### config.mk
export PLATFORM = sky130hd
export DESIGN_NAME = echo_pulse_range_meter
export DESIGN_NICKNAME = d
export VERILOG_FILES = /design/src/sv/epr_pkg.sv /design/src/sv/epr_ctrl.sv /design/src/sv/epr_dist.sv /design/src/sv/epr_out.sv /design/src/sv/echo_pulse_range_meter.sv
export SDC_FILE = /design/constraint.sdc
export NUM_CORES = 1
export LEC_CHECK = 0
export BUFFER_PORTS_ARGS = -buffer_cell sky130_fd_sc_hd__buf_2
export CORE_MARGIN = 5
export CORE_UTILIZATION = 46
export CTS_CLUSTER_DIAMETER = 100
export DETAILED_ROUTE_END_ITERATION = 8
export GPL_ROUTABILITY_DRIVEN = 0
export PLACE_DENSITY = 0.66
export SETUP_SLACK_MARGIN = 0.02
export SYNTH_ARGS = -nofsm -noshare
export SYNTH_HDL_FRONTEND = slang
export SYNTH_SLANG_ARGS = --single-unit
### constraint.sdc
create_clock -name clk_i -period 10.3 [get_ports clk_i]
set_clock_uncertainty 0.2 [all_clocks]
set_input_delay 1.03 -clock clk_i [delete_from_list [all_inputs] [get_ports clk_i]]
set_output_delay 1.03 -clock clk_i [all_outputs]
set_load 0.05 [all_outputs]
### src/sv/epr_pkg.sv
// ----------------------------------------------------------------------------
// epr_pkg
// Shared types and constants for the echo pulse range meter.
// ----------------------------------------------------------------------------
package epr_pkg;

  // field widths
  localparam int unsigned TsW      = 16;  // timestamp field
  localparam int unsigned CfgW     = 16;  // config registers
  localparam int unsigned WidthW   = 16;  // accepted pulse width (< timeout)
  localparam int unsigned TenthsW  = 14;
  localparam int unsigned CmW      = 11;
  localparam int unsigned InUserW  = 2;
  localparam int unsigned OutDataW = 32;

  localparam int unsigned StampBitsDefault = 16;

  // tuser bit positions on the input side
  localparam int unsigned UserCmdBit  = 0;
  localparam int unsigned UserEdgeBit = 1;

  // command codes
  localparam logic CmdEdge = 1'b0;
  localparam logic CmdTick = 1'b1;

  // register indexes
  localparam logic RegPeriod  = 1'b0;
  localparam logic RegTimeout = 1'b1;

  localparam logic [CfgW-1:0] PeriodReset  = 16'd20000;
  localparam logic [CfgW-1:0] TimeoutReset = 16'd20000;

  // rounding offset: (w*10 + 29) / 58
  localparam logic [19:0] Round58 = 20'd29;
  // floor(n/58) = (n * Recip58) >> Shift58, exact for n < 2^20
  localparam logic [20:0] Recip58 = 21'd1157050;
  localparam int unsigned Shift58 = 26;
  // floor(n/10) = (n * Recip10) >> Shift10, exact for n < 2^14
  localparam logic [14:0] Recip10 = 15'd26215;
  localparam int unsigned Shift10 = 18;
  localparam logic [TenthsW-1:0] Round10 = 14'd5;

  localparam int unsigned MaxTenths = 11299;

  typedef struct packed {
    logic              upd;    // width is valid, update held distance
    logic [WidthW-1:0] width;  // pulse width in us
  } epr_meas_t;

endpackage

### src/sv/epr_ctrl.sv
// ----------------------------------------------------------------------------
// epr_ctrl
// Config registers, edge/window state and pulse width check; one register
// stage of measurement requests toward the scaler.
// ----------------------------------------------------------------------------
module epr_ctrl #(
  parameter int unsigned STAMP_BITS = epr_pkg::StampBitsDefault
) (
  input  logic                      clk_i,
  input  logic                      rst_ni,
  input  logic                      cfg_valid_i,
  output logic                      cfg_ready_o,
  input  logic                      cfg_index_i,
  input  logic [epr_pkg::CfgW-1:0]  cfg_data_i,
  input  logic                      in_valid_i,
  output logic                      in_ready_o,
  input  logic                      cmd_i,
  input  logic                      edge_rising_i,
  input  logic [epr_pkg::TsW-1:0]   timestamp_i,
  output logic                      meas_valid_o,
  input  logic                      meas_ready_i,
  output epr_pkg::epr_meas_t        meas_o
);
  import epr_pkg::*;

  // only the low bits of the stamp are kept, at most the field width
  localparam int unsigned SW = (STAMP_BITS < TsW) ? STAMP_BITS : TsW;
  localparam int unsigned DW = WidthW + 2;  // signed wrap arithmetic

  logic [CfgW-1:0] period_q, timeout_q;
  logic [SW-1:0]   rise_q, rise_d, fall_q, fall_d;
  logic            window_q, window_d;
  logic            rdy_q, rdy_d;
  logic            armed_q, armed_d;
  logic            s1_valid_q, s1_valid_d;
  epr_meas_t       s1_q, s1_d;

  logic [SW-1:0]   stamp;
  logic            accept;
  logic [DW-1:0]   w;
  logic            w_ok;

  assign cfg_ready_o = 1'b1;
  assign stamp       = timestamp_i[SW-1:0];
  assign in_ready_o  = !s1_valid_q || meas_ready_i;
  assign accept      = in_valid_i && in_ready_o;

  // width with wrap, two's complement over DW bits
  always_comb begin
    if (fall_q >= rise_q) begin
      w = DW'(fall_q) - DW'(rise_q);
    end else begin
      w = DW'(period_q) - DW'(rise_q) + DW'(fall_q);
    end
  end

  assign w_ok = !w[DW-1] && (w != '0) && (w[DW-2:0] < {1'b0, timeout_q});

  always_comb begin
    rise_d     = rise_q;
    fall_d     = fall_q;
    window_d   = window_q;
    rdy_d      = rdy_q;
    armed_d    = armed_q;
    s1_valid_d = s1_valid_q;
    s1_d       = s1_q;
    if (in_ready_o) begin
      s1_valid_d = 1'b0;
    end
    if (accept) begin
      unique case (cmd_i)
        CmdEdge: begin
          if (!armed_q) begin
            if (edge_rising_i) begin
              rise_d  = stamp;
              armed_d = 1'b1;
            end
          end else if (!edge_rising_i) begin
            if (window_q) begin
              fall_d   = stamp;
              rdy_d    = 1'b1;
              window_d = 1'b0;
            end
            armed_d = 1'b0;
          end
        end
        CmdTick: begin
          s1_valid_d = 1'b1;
          s1_d.upd   = 1'b0;
          s1_d.width = w[WidthW-1:0];
          if (window_q) begin
            // timeout: drop the window, re-arm rising
            rdy_d   = 1'b0;
            armed_d = 1'b0;
          end else if (rdy_q) begin
            rdy_d    = 1'b0;
            s1_d.upd = w_ok;
          end
          window_d = 1'b1;
        end
        default: ;
      endcase
    end
  end

  always_ff @(posedge clk_i or negedge rst_ni) begin
    if (!rst_ni) begin
      period_q   <= PeriodReset;
      timeout_q  <= TimeoutReset;
      rise_q     <= '0;
      fall_q     <= '0;
      window_q   <= 1'b0;
      rdy_q      <= 1'b0;
      armed_q    <= 1'b0;
      s1_valid_q <= 1'b0;
    end else begin
      if (cfg_valid_i) begin
        unique case (cfg_index_i)
          RegPeriod:  period_q  <= cfg_data_i;
          RegTimeout: timeout_q <= cfg_data_i;
          default: ;
        endcase
      end
      rise_q     <= rise_d;
      fall_q     <= fall_d;
      window_q   <= window_d;
      rdy_q      <= rdy_d;
      armed_q    <= armed_d;
      s1_valid_q <= s1_valid_d;
    end
  end

  always_ff @(posedge clk_i) begin
    s1_q <= s1_d;
  end

  assign meas_valid_o = s1_valid_q;
  assign meas_o       = s1_q;

endmodule

### src/sv/epr_dist.sv
// ----------------------------------------------------------------------------
// epr_dist
// Width to tenths of a cm by reciprocal multiply; owns the held distance.
// ----------------------------------------------------------------------------
module epr_dist (
  input  logic                        clk_i,
  input  logic                        rst_ni,
  input  logic                        meas_valid_i,
  output logic                        meas_ready_o,
  input  epr_pkg::epr_meas_t          meas_i,
  output logic                        dist_valid_o,
  input  logic                        dist_ready_i,
  output logic [epr_pkg::TenthsW-1:0] held_o
);
  import epr_pkg::*;

  logic               s2_valid_q;
  logic [TenthsW-1:0] held_q;
  logic [19:0]        num;
  logic [40:0]        prod;
  logic               load;

  assign meas_ready_o = !s2_valid_q || dist_ready_i;
  assign load         = meas_valid_i && meas_ready_o;

  // w*10 + 29 as shift-add
  assign num  = (20'(meas_i.width) << 3) + (20'(meas_i.width) << 1) + Round58;
  assign prod = 41'(num) * 41'(Recip58);

  always_ff @(posedge clk_i or negedge rst_ni) begin
    if (!rst_ni) begin
      s2_valid_q <= 1'b0;
      held_q     <= '0;
    end else begin
      if (meas_ready_o) begin
        s2_valid_q <= meas_valid_i;
      end
      if (load && meas_i.upd) begin
        held_q <= prod[Shift58 +: TenthsW];
      end
    end
  end

  assign dist_valid_o = s2_valid_q;
  assign held_o       = held_q;

endmodule

### src/sv/epr_out.sv
// ----------------------------------------------------------------------------
// epr_out
// Output register: captures tenths and rounds to whole cm.
// ----------------------------------------------------------------------------
module epr_out (
  input  logic                        clk_i,
  input  logic                        rst_ni,
  input  logic                        dist_valid_i,
  output logic                        dist_ready_o,
  input  logic [epr_pkg::TenthsW-1:0] held_i,
  output logic                        out_valid_o,
  input  logic                        out_ready_i,
  output logic [epr_pkg::TenthsW-1:0] tenths_o,
  output logic [epr_pkg::CmW-1:0]     cm_o
);
  import epr_pkg::*;

  logic               valid_q;
  logic [TenthsW-1:0] tenths_q;
  logic [CmW-1:0]     cm_q;
  logic [TenthsW-1:0] num;
  logic [28:0]        prod;

  assign dist_ready_o = !valid_q || out_ready_i;

  // (tenths + 5) / 10
  assign num  = held_i + Round10;
  assign prod = 29'(num) * 29'(Recip10);

  always_ff @(posedge clk_i or negedge rst_ni) begin
    if (!rst_ni) begin
      valid_q <= 1'b0;
    end else if (dist_ready_o) begin
      valid_q <= dist_valid_i;
    end
  end

  always_ff @(posedge clk_i) begin
    if (dist_ready_o && dist_valid_i) begin
      tenths_q <= held_i;
      cm_q     <= prod[Shift10 +: CmW];
    end
  end

  assign out_valid_o = valid_q;
  assign tenths_o    = tenths_q;
  assign cm_o        = cm_q;

endmodule

### src/sv/echo_pulse_range_meter.sv
// ----------------------------------------------------------------------------
// echo_pulse_range_meter
// Echo pulse width to distance, reported on every process tick.
// ----------------------------------------------------------------------------
// Input requests are echo edges (tuser[0]=0) or process ticks (tuser[0]=1).
// Edges alternate rising/falling; a falling edge counts only inside an open
// window. Each tick closes the window (timeout) or turns a captured pulse
// into a distance, emits one result, and reopens the window. Edges produce
// no result. One request is taken per clock unless the pipeline stalls; a
// tick's result is presented after passing three registers (control
// stage, divide-by-58 multiplier stage, divide-by-10 output register). The
// pipeline stalls only when all three stages hold results that the sink
// has not taken. Config writes are always ready and must only be issued
// while the block is idle.
// ----------------------------------------------------------------------------
module echo_pulse_range_meter #(
  parameter int unsigned STAMP_BITS = epr_pkg::StampBitsDefault
) (
  input  logic                         clk_i,
  input  logic                         rst_ni,
  // config write channel
  input  logic                         cfg_valid_i,
  output logic                         cfg_ready_o,
  input  logic                         cfg_index_i,  // 0 period, 1 timeout
  input  logic [epr_pkg::CfgW-1:0]     cfg_data_i,
  // request stream
  input  logic                         s_axis_tvalid_i,
  output logic                         s_axis_tready_o,
  input  logic [epr_pkg::TsW-1:0]      s_axis_tdata_i,  // [15:0] timestamp_us
  input  logic [epr_pkg::InUserW-1:0]  s_axis_tuser_i,  // [0] cmd, [1] edge_rising
  // result stream
  output logic                         m_axis_tvalid_o,
  input  logic                         m_axis_tready_i,
  // [13:0] distance_tenths_cm, [24:14] distance_cm, [31:25] zero
  output logic [epr_pkg::OutDataW-1:0] m_axis_tdata_o
);
  import epr_pkg::*;

  logic               meas_valid, meas_ready;
  epr_meas_t          meas;
  logic               dist_valid, dist_ready;
  logic [TenthsW-1:0] held;
  logic [TenthsW-1:0] tenths;
  logic [CmW-1:0]     cm;

  // edge/window state and width check
  epr_ctrl #(
    .STAMP_BITS (STAMP_BITS)
  ) u_ctrl (
    .clk_i         (clk_i),
    .rst_ni        (rst_ni),
    .cfg_valid_i   (cfg_valid_i),
    .cfg_ready_o   (cfg_ready_o),
    .cfg_index_i   (cfg_index_i),
    .cfg_data_i    (cfg_data_i),
    .in_valid_i    (s_axis_tvalid_i),
    .in_ready_o    (s_axis_tready_o),
    .cmd_i         (s_axis_tuser_i[UserCmdBit]),
    .edge_rising_i (s_axis_tuser_i[UserEdgeBit]),
    .timestamp_i   (s_axis_tdata_i),
    .meas_valid_o  (meas_valid),
    .meas_ready_i  (meas_ready),
    .meas_o        (meas)
  );

  // width -> tenths of cm, held distance lives here
  epr_dist u_dist (
    .clk_i        (clk_i),
    .rst_ni       (rst_ni),
    .meas_valid_i (meas_valid),
    .meas_ready_o (meas_ready),
    .meas_i       (meas),
    .dist_valid_o (dist_valid),
    .dist_ready_i (dist_ready),
    .held_o       (held)
  );

  // round to cm and hold for the sink
  epr_out u_out (
    .clk_i        (clk_i),
    .rst_ni       (rst_ni),
    .dist_valid_i (dist_valid),
    .dist_ready_o (dist_ready),
    .held_i       (held),
    .out_valid_o  (m_axis_tvalid_o),
    .out_ready_i  (m_axis_tready_i),
    .tenths_o     (tenths),
    .cm_o         (cm)
  );

  assign m_axis_tdata_o = {(OutDataW - TenthsW - CmW)'(0), cm, tenths};

endmodule

# [After elaboration in Yosys (flattened, before gate mapping)]
# Index checks and enable logic that the tools add are counted.
[totals] output_inout_bits=35 ff_bits=126 in_bits=40
[op_classes] n_mul=2 order_cmp=2 muxes=14 add_sub_neg=6 reduce_logical=23 eq_ne=4 bitwise_logic=5
[ops] cell="$mul A20 B20 Y39 const B" count=1
[ops] cell="$sub A16 B16 Y17" count=2
[ops] cell="$mul A14 B15 Y29 const B" count=1
[ops] cell="$add A19 B17 Y20" count=1
[ops] cell="$add A20 B5 Y20 const B" count=1
[ops] cell="$add A18 B16 Y18" count=1
[ops] cell="$mux W18" count=1
[ops] cell="$reduce_bool A18 Y1" count=1
[ops] cell="$lt A17 B16 Y1" count=1
[ops] cell="$ge A16 B16 Y1" count=1
[ops] cell="$add A14 B3 Y14 const B" count=1
[ops] cell="$mux W1" count=10
[ops] cell="$reduce_and A2 Y1" count=4
[ops] cell="$reduce_and A4 Y1" count=2
[ops] cell="$logic_and A1 B1 Y1" count=6
[ops] cell="$ne A2 B1 Y1 const B" count=3
[ops] cell="$pmux W1 S2" count=3
[ops] cell="$not A1 Y1" count=5
[ops] cell="$reduce_and A5 Y1" count=1
[ops] cell="$logic_not A1 Y1" count=4
[ops] cell="$logic_or A1 B1 Y1" count=3
[ops] cell="$reduce_and A3 Y1" count=1
[ops] cell="$ne A2 B2 Y1 const B" count=1
[ops] cell="$reduce_or A2 Y1" count=1

# [Longest topological paths before layout]
# Gate-level depths: netlist of run 1.
[logic_depth] depth_word=7 ltp_mapped=37 mapped_depth_nobuf=37

# [By module]
# A second synthesis of run 1 with hierarchy kept.
[unflattened] cells_unflattened=2022 area_unflattened_um2=19726.4
[modules_own_cells] module="epr_dist" cells_each=949 seq_area_each_um2=375.4 instances=1 area_per_inst_um2=8982.4
[modules_own_cells] module="epr_ctrl" cells_each=664 seq_area_each_um2=2224.6 instances=1 area_per_inst_um2=6256.0
[modules_own_cells] module="epr_out" cells_each=401 seq_area_each_um2=775.7 instances=1 area_per_inst_um2=4431.8
[modules_own_cells] module="echo_pulse_range_meter" cells_each=8 seq_area_each_um2=0.0 instances=1 area_per_inst_um2=56.3

# [Worst setup path after synthesis of run 1]
# No wires, ideal clock.
[synth_path] path_kind="reg2reg" start="register u_ctrl.s1_q, in the netlist u_ctrl.meas_o[0]" end="register u_dist.held_q[13], in the netlist u_dist.held_o[13]" arrival_time_ns=8.955 path_buffers=0 period_less_slack_ns=9.288 setup_slack_ns=1.012 path_stages_with_launch=37 path_cell_list="edfxtp_1 -> inv_1 -> ha_1 -> inv_1 -> ha_1 -> fa_1 -> a21o_1 -> a21oi_1 -> o21ai_0 -> o41ai_2 -> nor2b_1 -> o21a_1 -> nor2_1 -> o21bai_1 -> a21o_1 -> xnor2_1 -> fa_1 -> inv_1 -> fa_1 -> ha_1 -> fa_1 -> fa_1 -> fa_1 -> inv_1 -> fa_1 -> inv_1 -> ha_1 -> nand3_1 -> a21oi_1 -> o311ai_0 -> a31oi_1 -> a2111oi_0 -> o31ai_1 -> a21oi_1 -> xnor2_1 -> xnor2_1 -> o21ai_0"
[synth_between] elab_chain_len=3
[synth_rtl] element="from (decl)" line_no="epr_ctrl.sv:36" rtl="epr_meas_t s1_q, s1_d;"
[synth_rtl] element="from (signal assigned)" line_no="epr_ctrl.sv:134" rtl="s1_q <= s1_d;"
[synth_rtl] element="$add A19 B17 Y20" line_no="epr_dist.sv:27" rtl="assign num = (20'(meas_i.width) << 3) + (20'(meas_i.width) << 1) + Round58;"
[synth_rtl] element="$add A20 B5 Y20" line_no="epr_dist.sv:27"
[synth_rtl] element="$mul A20 B20 Y39" line_no="epr_dist.sv:28" rtl="assign prod = 41'(num) * 41'(Recip58);"
[synth_rtl] element="to (signal assigned)" line_no="epr_dist.sv:39" rtl="held_q <= prod[Shift58 +: TenthsW];"
[synth_rtl] element="to (decl)" line_no="epr_dist.sv:18" rtl="logic [TenthsW-1:0] held_q;"
# No other way between the ends.
# A chain may end at the register's enable or synchronous reset.

# [Final worst setup path of run 1]
# Same ends and word-level chain as after synthesis.

==> impl_metrics.ini, run 1 <==
[run_status]
status = finished clean

[clock_network]
numClockSinks = 126
root_buffer = clkbuf_16
cts_buffer_depth = 2
cts_max_level = 4
clkTransAtPathRegs_ns = 0.06
cts_made_buffers = 17
cts_tree = yes
worstSkewPairLatency_ns = 0.44

[logic_synthesis]
synth_edf_count = 42
synth_area_leader_cell = ha_1
yosysMostFrequentCell = inv_1
yosys-top-cells-area = ha_1 (25%), fa_1 (24%), dfrtp_1 (9.8%)
ys.warnings.count = 0
ys_ff_latch = 126
ys.flop_type = dfrtp_1
synth_async_sr_flop_share_pct = 66.7
yosys-top-cells-count = inv_1 (435), ha_1 (378), fa_1 (223), nand2_1 (84), o21ai_0 (78)
syn_avg_cell_area_um2 = 10.0
synth_area_mm2 = 0.0189
synth.distinct_cells = 67
netlist.area_leader.share_pct = 25.0
post_synth_inst_count = 1881
yosysSeqAreaShare_pct = 17.9

[finish]
stdcell_count = 2512
syn_to_final_growth_pct = 8.81
finalNetCount = 2606
fin_util_pct = 50.5
layout-drive-gt1-share_pct = 10.3

[floorplan]
die_w_um = 213
die-area_mm2 = 0.0452
rows = 74
die_y_um = 213
ios = 75
start_util_pct = 46.4
coreArea_mm2 = 0.0407

[routing]
viasPerCell = 5.15
avgRoutedWirePerCell_um = 16.1
antenna_left = 0
drt_iter0_markers = 398
vias = 12900
dr.pass1.iters = 5
drcViolationCount = 0
routed_wl_um = 40500

[worst_setup_path]
cp_slowest_cell = fa_1
rr_startpoint = u_ctrl.meas_o[0]
critPathKind = reg -> reg
crit_start = u_ctrl.meas_o[0]
critPathArrivalTime_ns = 9.75
critPathMaxFanout = 5
cp-start-kind = register
crit_path_max_incr_delay_ns = 0.53
cp.required_ns = 10.38
path_buf_inv = 7
crit_family = adder cells
end_kind = register

[timing]
final-setup-viol-count = 0
fmax_mhz = 103
rsz0062_at_grt = no
tightestPinTransition_ns = 1.21
max_slew_margin_pct = 19.6
setup_tns_ns = 0
fin_ws_ns = 0.624
finalHoldViolCount = 0
drv_slew = 0
period_needed_ns = 9.68
fin_crit_sh_pct = 93.9

[placement]
dp_slack_ns = 0.0298
hpwlAfterDp_um = 35300
dp_cells = 2477
io_buffer_count = 66

[global_route]
overflow = 0
antenna_found_initial = 2
first_global_vias = 13900
grt.total_usage_pct = 18.9
grt_max_degree = 74
grt_pass1_wl_um = 68500

[run]
maxCapViolCount = 0

[worst_hold_path]
hp-class = in -> async
## per-layer routing
metal | track usage (%) | wire length, um | vias up | share of wire [%]
li1 | - | - | 6328 | -
met1 | 25.3 | 18600 | 6336 | 46
met2 | 32.6 | 19800 | 203 | 49
met3 | 2.59 | 1250 | 58 | 3.1
met4 | 4.61 | 780 | 0 | 1.9
met5 | 0 | 0 | - | 0
## layout make-up
| class | instances | area, um^2 |
|---|---|---|
| Clock inverter | 15 | 151 |
| Tap cell | 532 | 666 |
| Clock buffer | 17 | 425 |
| Multi-Input combinational cell | 1301 | 13800 |
| Timing Repair Buffer | 84 | 468 |
| Inverter | 435 | 1630 |
| Fill cell | 3762 | 20200 |
| Sequential cell | 126 | 3380 |
| Antenna cell | 2 | 5.00 |
## state kept, by name, summed over array words and instances (netlist names)
| name | cells |
|---|---|
| u_out.tenths_o | 14 |
| u_ctrl.fall_q | 16 |
| u_ctrl.meas_o | 17 |
| u_ctrl.meas_valid_o | 1 |
| u_ctrl.armed_q | 1 |
| u_ctrl.rdy_q | 1 |
| u_dist.dist_valid_o | 1 |
| u_ctrl.rise_q | 16 |
| u_out.cm_o | 11 |
| u_ctrl.window_q | 1 |
| u_dist.held_o | 14 |
| u_ctrl.timeout_q | 16 |
| u_out.out_valid_o | 1 |
| u_ctrl.period_q | 16 |
## stage by stage
step	area, um^2	hold slack (ns)
detailed placement	19900	0.287
CTS	20500	0.192
global placement	19900	0.279
global route	20600	0.214
floorplan	18900	0.257
finish	20600	0.216
## what timing repair did
item                       in CTS  in global routing
setup endpoints to repair       0                  6
resized for setup               0                  8
setup buffers                   0                  1
hold buffers                    0                  0
## final timing paths
path / end / slack (ns) / depth (start not counted)
worst min register to register: u_dist.dist_valid_o / 0.29 / 1
max in group asynchronous: u_dist.held_o[0] / 8.48 / 2
worst max register to register: u_dist.held_o[13] / 0.62 / 38
worst max-delay path: u_dist.held_o[13] / 0.62 / 38
worst min-delay path: u_ctrl.timeout_q[2] / 0.22 / 1
min in group clk_i: u_dist.dist_valid_o / 0.29 / 1
## layout by cell type, fill, tap and decap left out, types with 4 or more instances in the layout
| cell type | n |
|---|---|
| inv_1 | 435 |
| ha_1 | 378 |
| fa_1 | 223 |
| nand2_1 | 84 |
| o21ai_0 | 78 |
| dfrtp_1 | 74 |
| xnor2_1 | 68 |
| buf_2 | 65 |
| a21oi_1 | 61 |
| nor2_1 | 57 |
| mux2_2 | 51 |
| a21o_1 | 46 |
| edfxtp_1 | 42 |
| xor2_1 | 30 |
| nand3_1 | 24 |
| buf_4 | 19 |
| nor3_1 | 17 |
| clkbuf_16 | 17 |
| nor2b_1 | 15 |
| and3_1 | 12 |
| o21a_1 | 12 |
| nand2b_1 | 11 |
| a31oi_1 | 10 |
| dfstp_2 | 10 |
| a211oi_1 | 9 |
| or2_2 | 8 |
| nand4_1 | 8 |
| conb_1 | 8 |
| o31ai_1 | 7 |
| o21bai_1 | 6 |
| o211ai_1 | 6 |
| mux2i_1 | 5 |
| or3_1 | 5 |
| inv_6 | 5 |
| nand4b_1 | 4 |
| and2_1 | 4 |
| inv_8 | 4 |
## cell families (layout without fill, tap and decap cells)
family | count (synthesis) | in the layout | synth area share, %
fa+ha+maj | 601 | 601 | 48.7
mux | 57 | 57 | 3.42
other cells | 2 | 10 | 0.0397
simple gates | 263 | 263 | 6.74
compound gates | 272 | 272 | 9.31
buf+inv | 460 | 551 | 9.32
xor+xnor | 100 | 100 | 4.64
flops | 126 | 126 | 17.9
Power of run 1 is not shown: default switching activity piles up to over one toggle a cycle in this logic, so the estimate is an artifact.
==> inputs of run 2 (changes only) <==
--- a/config.mk
+++ b/config.mk
@@ -5,10 +5,9 @@
 export SDC_FILE = /design/constraint.sdc
 export NUM_CORES = 1
 export LEC_CHECK = 0
-export BUFFER_PORTS_ARGS = -buffer_cell sky130_fd_sc_hd__buf_2
+export BUFFER_PORTS_ARGS = -buffer_cell sky130_fd_sc_hd__buf_4
 export CORE_MARGIN = 5
 export CORE_UTILIZATION = 46
-export CTS_CLUSTER_DIAMETER = 100
 export DETAILED_ROUTE_END_ITERATION = 8
 export GPL_ROUTABILITY_DRIVEN = 0
 export PLACE_DENSITY = 0.66
==> run 2 against run 1 <==
Sequential share of layout area down 0.13 points. Global-route usage increased by 0.24 points. Worst hold slack better by 0.050 ns. Via count up 0.19%. Non-clock buffer count decreased by 1. Maximum frequency barely moved. Utilization increased by 0.41 points. Critical path depth shrank 2. Count of clock-buffer cells in the layout grew 4. Worst setup slack got worse by 0.0087 ns. Die area did not move. Routed wire length grew 1.1%. Critical path type unchanged. Critical endpoint unchanged. Highest routed layer unchanged.
==> impl_metrics.ini, run 2 (synthesized netlist as in run 1, its figures left out) <==
[run_status]
status = finished clean

[finish]
antenna_cells = 0
finalNetCount = 2605
largest_reg_flops = 17
layout_commonest_cell = inv_1
layout-drive-gt1-share_pct = 10.3
syn_to_final_growth_pct = 9.70
final_cell_mix = inv_1 (435), ha_1 (378), fa_1 (223), nand2_1 (84), buf_4 (83)
fillers = 3691

[floorplan]
coreArea_mm2 = 0.0407
die-area_mm2 = 0.0452
start_util_pct = 46.4
die_y_um = 213
rows = 74
ios = 75
die_w_um = 213

[timing]
fin_crit_sh_pct = 94.0
final-setup-viol-count = 0
tightestPinTransition_ns = 1.19
setup_tns_ns = 0
period_needed_ns = 9.68
rsz0062_at_grt = no
fmax_mhz = 103
max_slew_margin_pct = 20.3
drv_slew = 0
finalHoldViolCount = 0

[routing]
antenna_left = 0
avgRoutedWirePerCell_um = 16.3
dr.pass1.iters = 7
drcViolationCount = 0
drt_iter0_markers = 588
vias = 13000
routed_wl_um = 40900
viasPerCell = 5.16

[clock_network]
clkTransAtPathRegs_ns = 0.06
postCtsHoldBufs = 0
cts_max_level = 4
numClockSinks = 126
root_buffer = clkbuf_16
cts_made_buffers = 17
cts_buffer_depth = 2
worstSkewPairLatency_ns = 0.45
cts_tree = yes

[worst_setup_path]
crit_path_max_incr_delay_ns = 0.55
cp.required_ns = 10.38
critPathArrivalTime_ns = 9.77
critPathKind = reg -> reg
crit_top_cell = fa_1
critPathMaxFanout = 5
cp_slowest_cell = fa_1
end_kind = register
cp-start-kind = register

[global_route]
grt_use_met3_pct = 2.82
grt_busiest_layer = met2
use_met2_pct = 33.2
overflow = 0
grt.total_usage_pct = 19.1
grt_pass1_wl_um = 69300
gr-usage-met1_pct = 25.9
first_global_vias = 13900
grt_max_degree = 64
antenna_found_initial = 0

[placement]
io_buffer_count = 66
hpwlAfterDp_um = 35700

[run]
maxCapViolCount = 0

[worst_hold_path]
hp-class = in -> async
-- run 2: changes by cell type in the layout (fill, tap and decap cells not counted), sizes merged --
cell	change
inv	-5
clkbuf	+4
clkinv	+2
diode	-2
buf	-1
bufinv	-1
-- run 2: cell type report --
cell class	count	area (um^2)	share of cell area, %
Multi-Input combinational cell	1301	13800	66.7
Sequential cell	126	3380	16.3
Clock inverter	11	91.3	0.441
Inverter	435	1630	7.88
Clock buffer	21	503	2.43
Tap cell	532	666	3.21
Timing Repair Buffer	83	623	3.01
-- run 2: worst paths after layout --
| kind | startpoint | end | slack, ns | cells past startpoint |
|---|---|---|---|---|
| worst max-delay path | u_ctrl.meas_o[0] | u_dist.held_o[13] | 0.62 | 36 |
| worst min-delay path | rst_ni | u_ctrl.period_q[2] | 0.27 | 1 |
| worst max register to register | u_ctrl.meas_o[0] | u_dist.held_o[13] | 0.62 | 36 |
| worst min register to register | u_ctrl.period_q[8] | u_ctrl.period_q[8] | 0.31 | 1 |
| max in group asynchronous | rst_ni | u_dist.held_o[6] | 8.47 | 2 |
| min in group clk_i | u_ctrl.period_q[8] | u_ctrl.period_q[8] | 0.31 | 1 |
-- run 2: stage by stage --
step | cells | utilization, % | worst slack [ns] | instance area [um^2] | hold WS, ns
2_1_floorplan | 1887 | - | 1.01 | 18900 | 0.257
3_3_place_gp | 2476 | 49.3 | 0.645 | 20100 | 0.290
3_5_place_dp | 2476 | 49.3 | 0.334 | 20100 | 0.299
4_1_cts | 2508 | 50.7 | 0.309 | 20700 | 0.256
5_1_grt | 2509 | 50.9 | 0.0668 | 20700 | 0.265
6_report | 2509 | 50.9 | 0.616 | 20700 | 0.266
-- run 2: repair_timing --
item	4_1_cts	5_1_grt
endpoints found under the setup margin	0	1
setup buffers	0	1
gates resized for setup	0	8
-- run 2: routing by layer --
metal	share of wire, %	up-vias	routed length, um
li1	-	6326	-
met4	0.92	0	378
met5	0	-	0
met3	3.6	31	1450
met2	50	190	20300
met1	46	6403	18700
-- run 2: worst max-delay path: cells and delay by family (launching register included) --
kind	cells	cell delay, ns
AOI/OAI and AO/OA	14	2.99
and+or+nand+nor	3	0.54
xor gates and xnor gates	3	0.51
buffers and inverters	5	0.31
DFF	1	0.35
adders and majority gates	11	4.62
Power of run 2 is left out for the same reason.
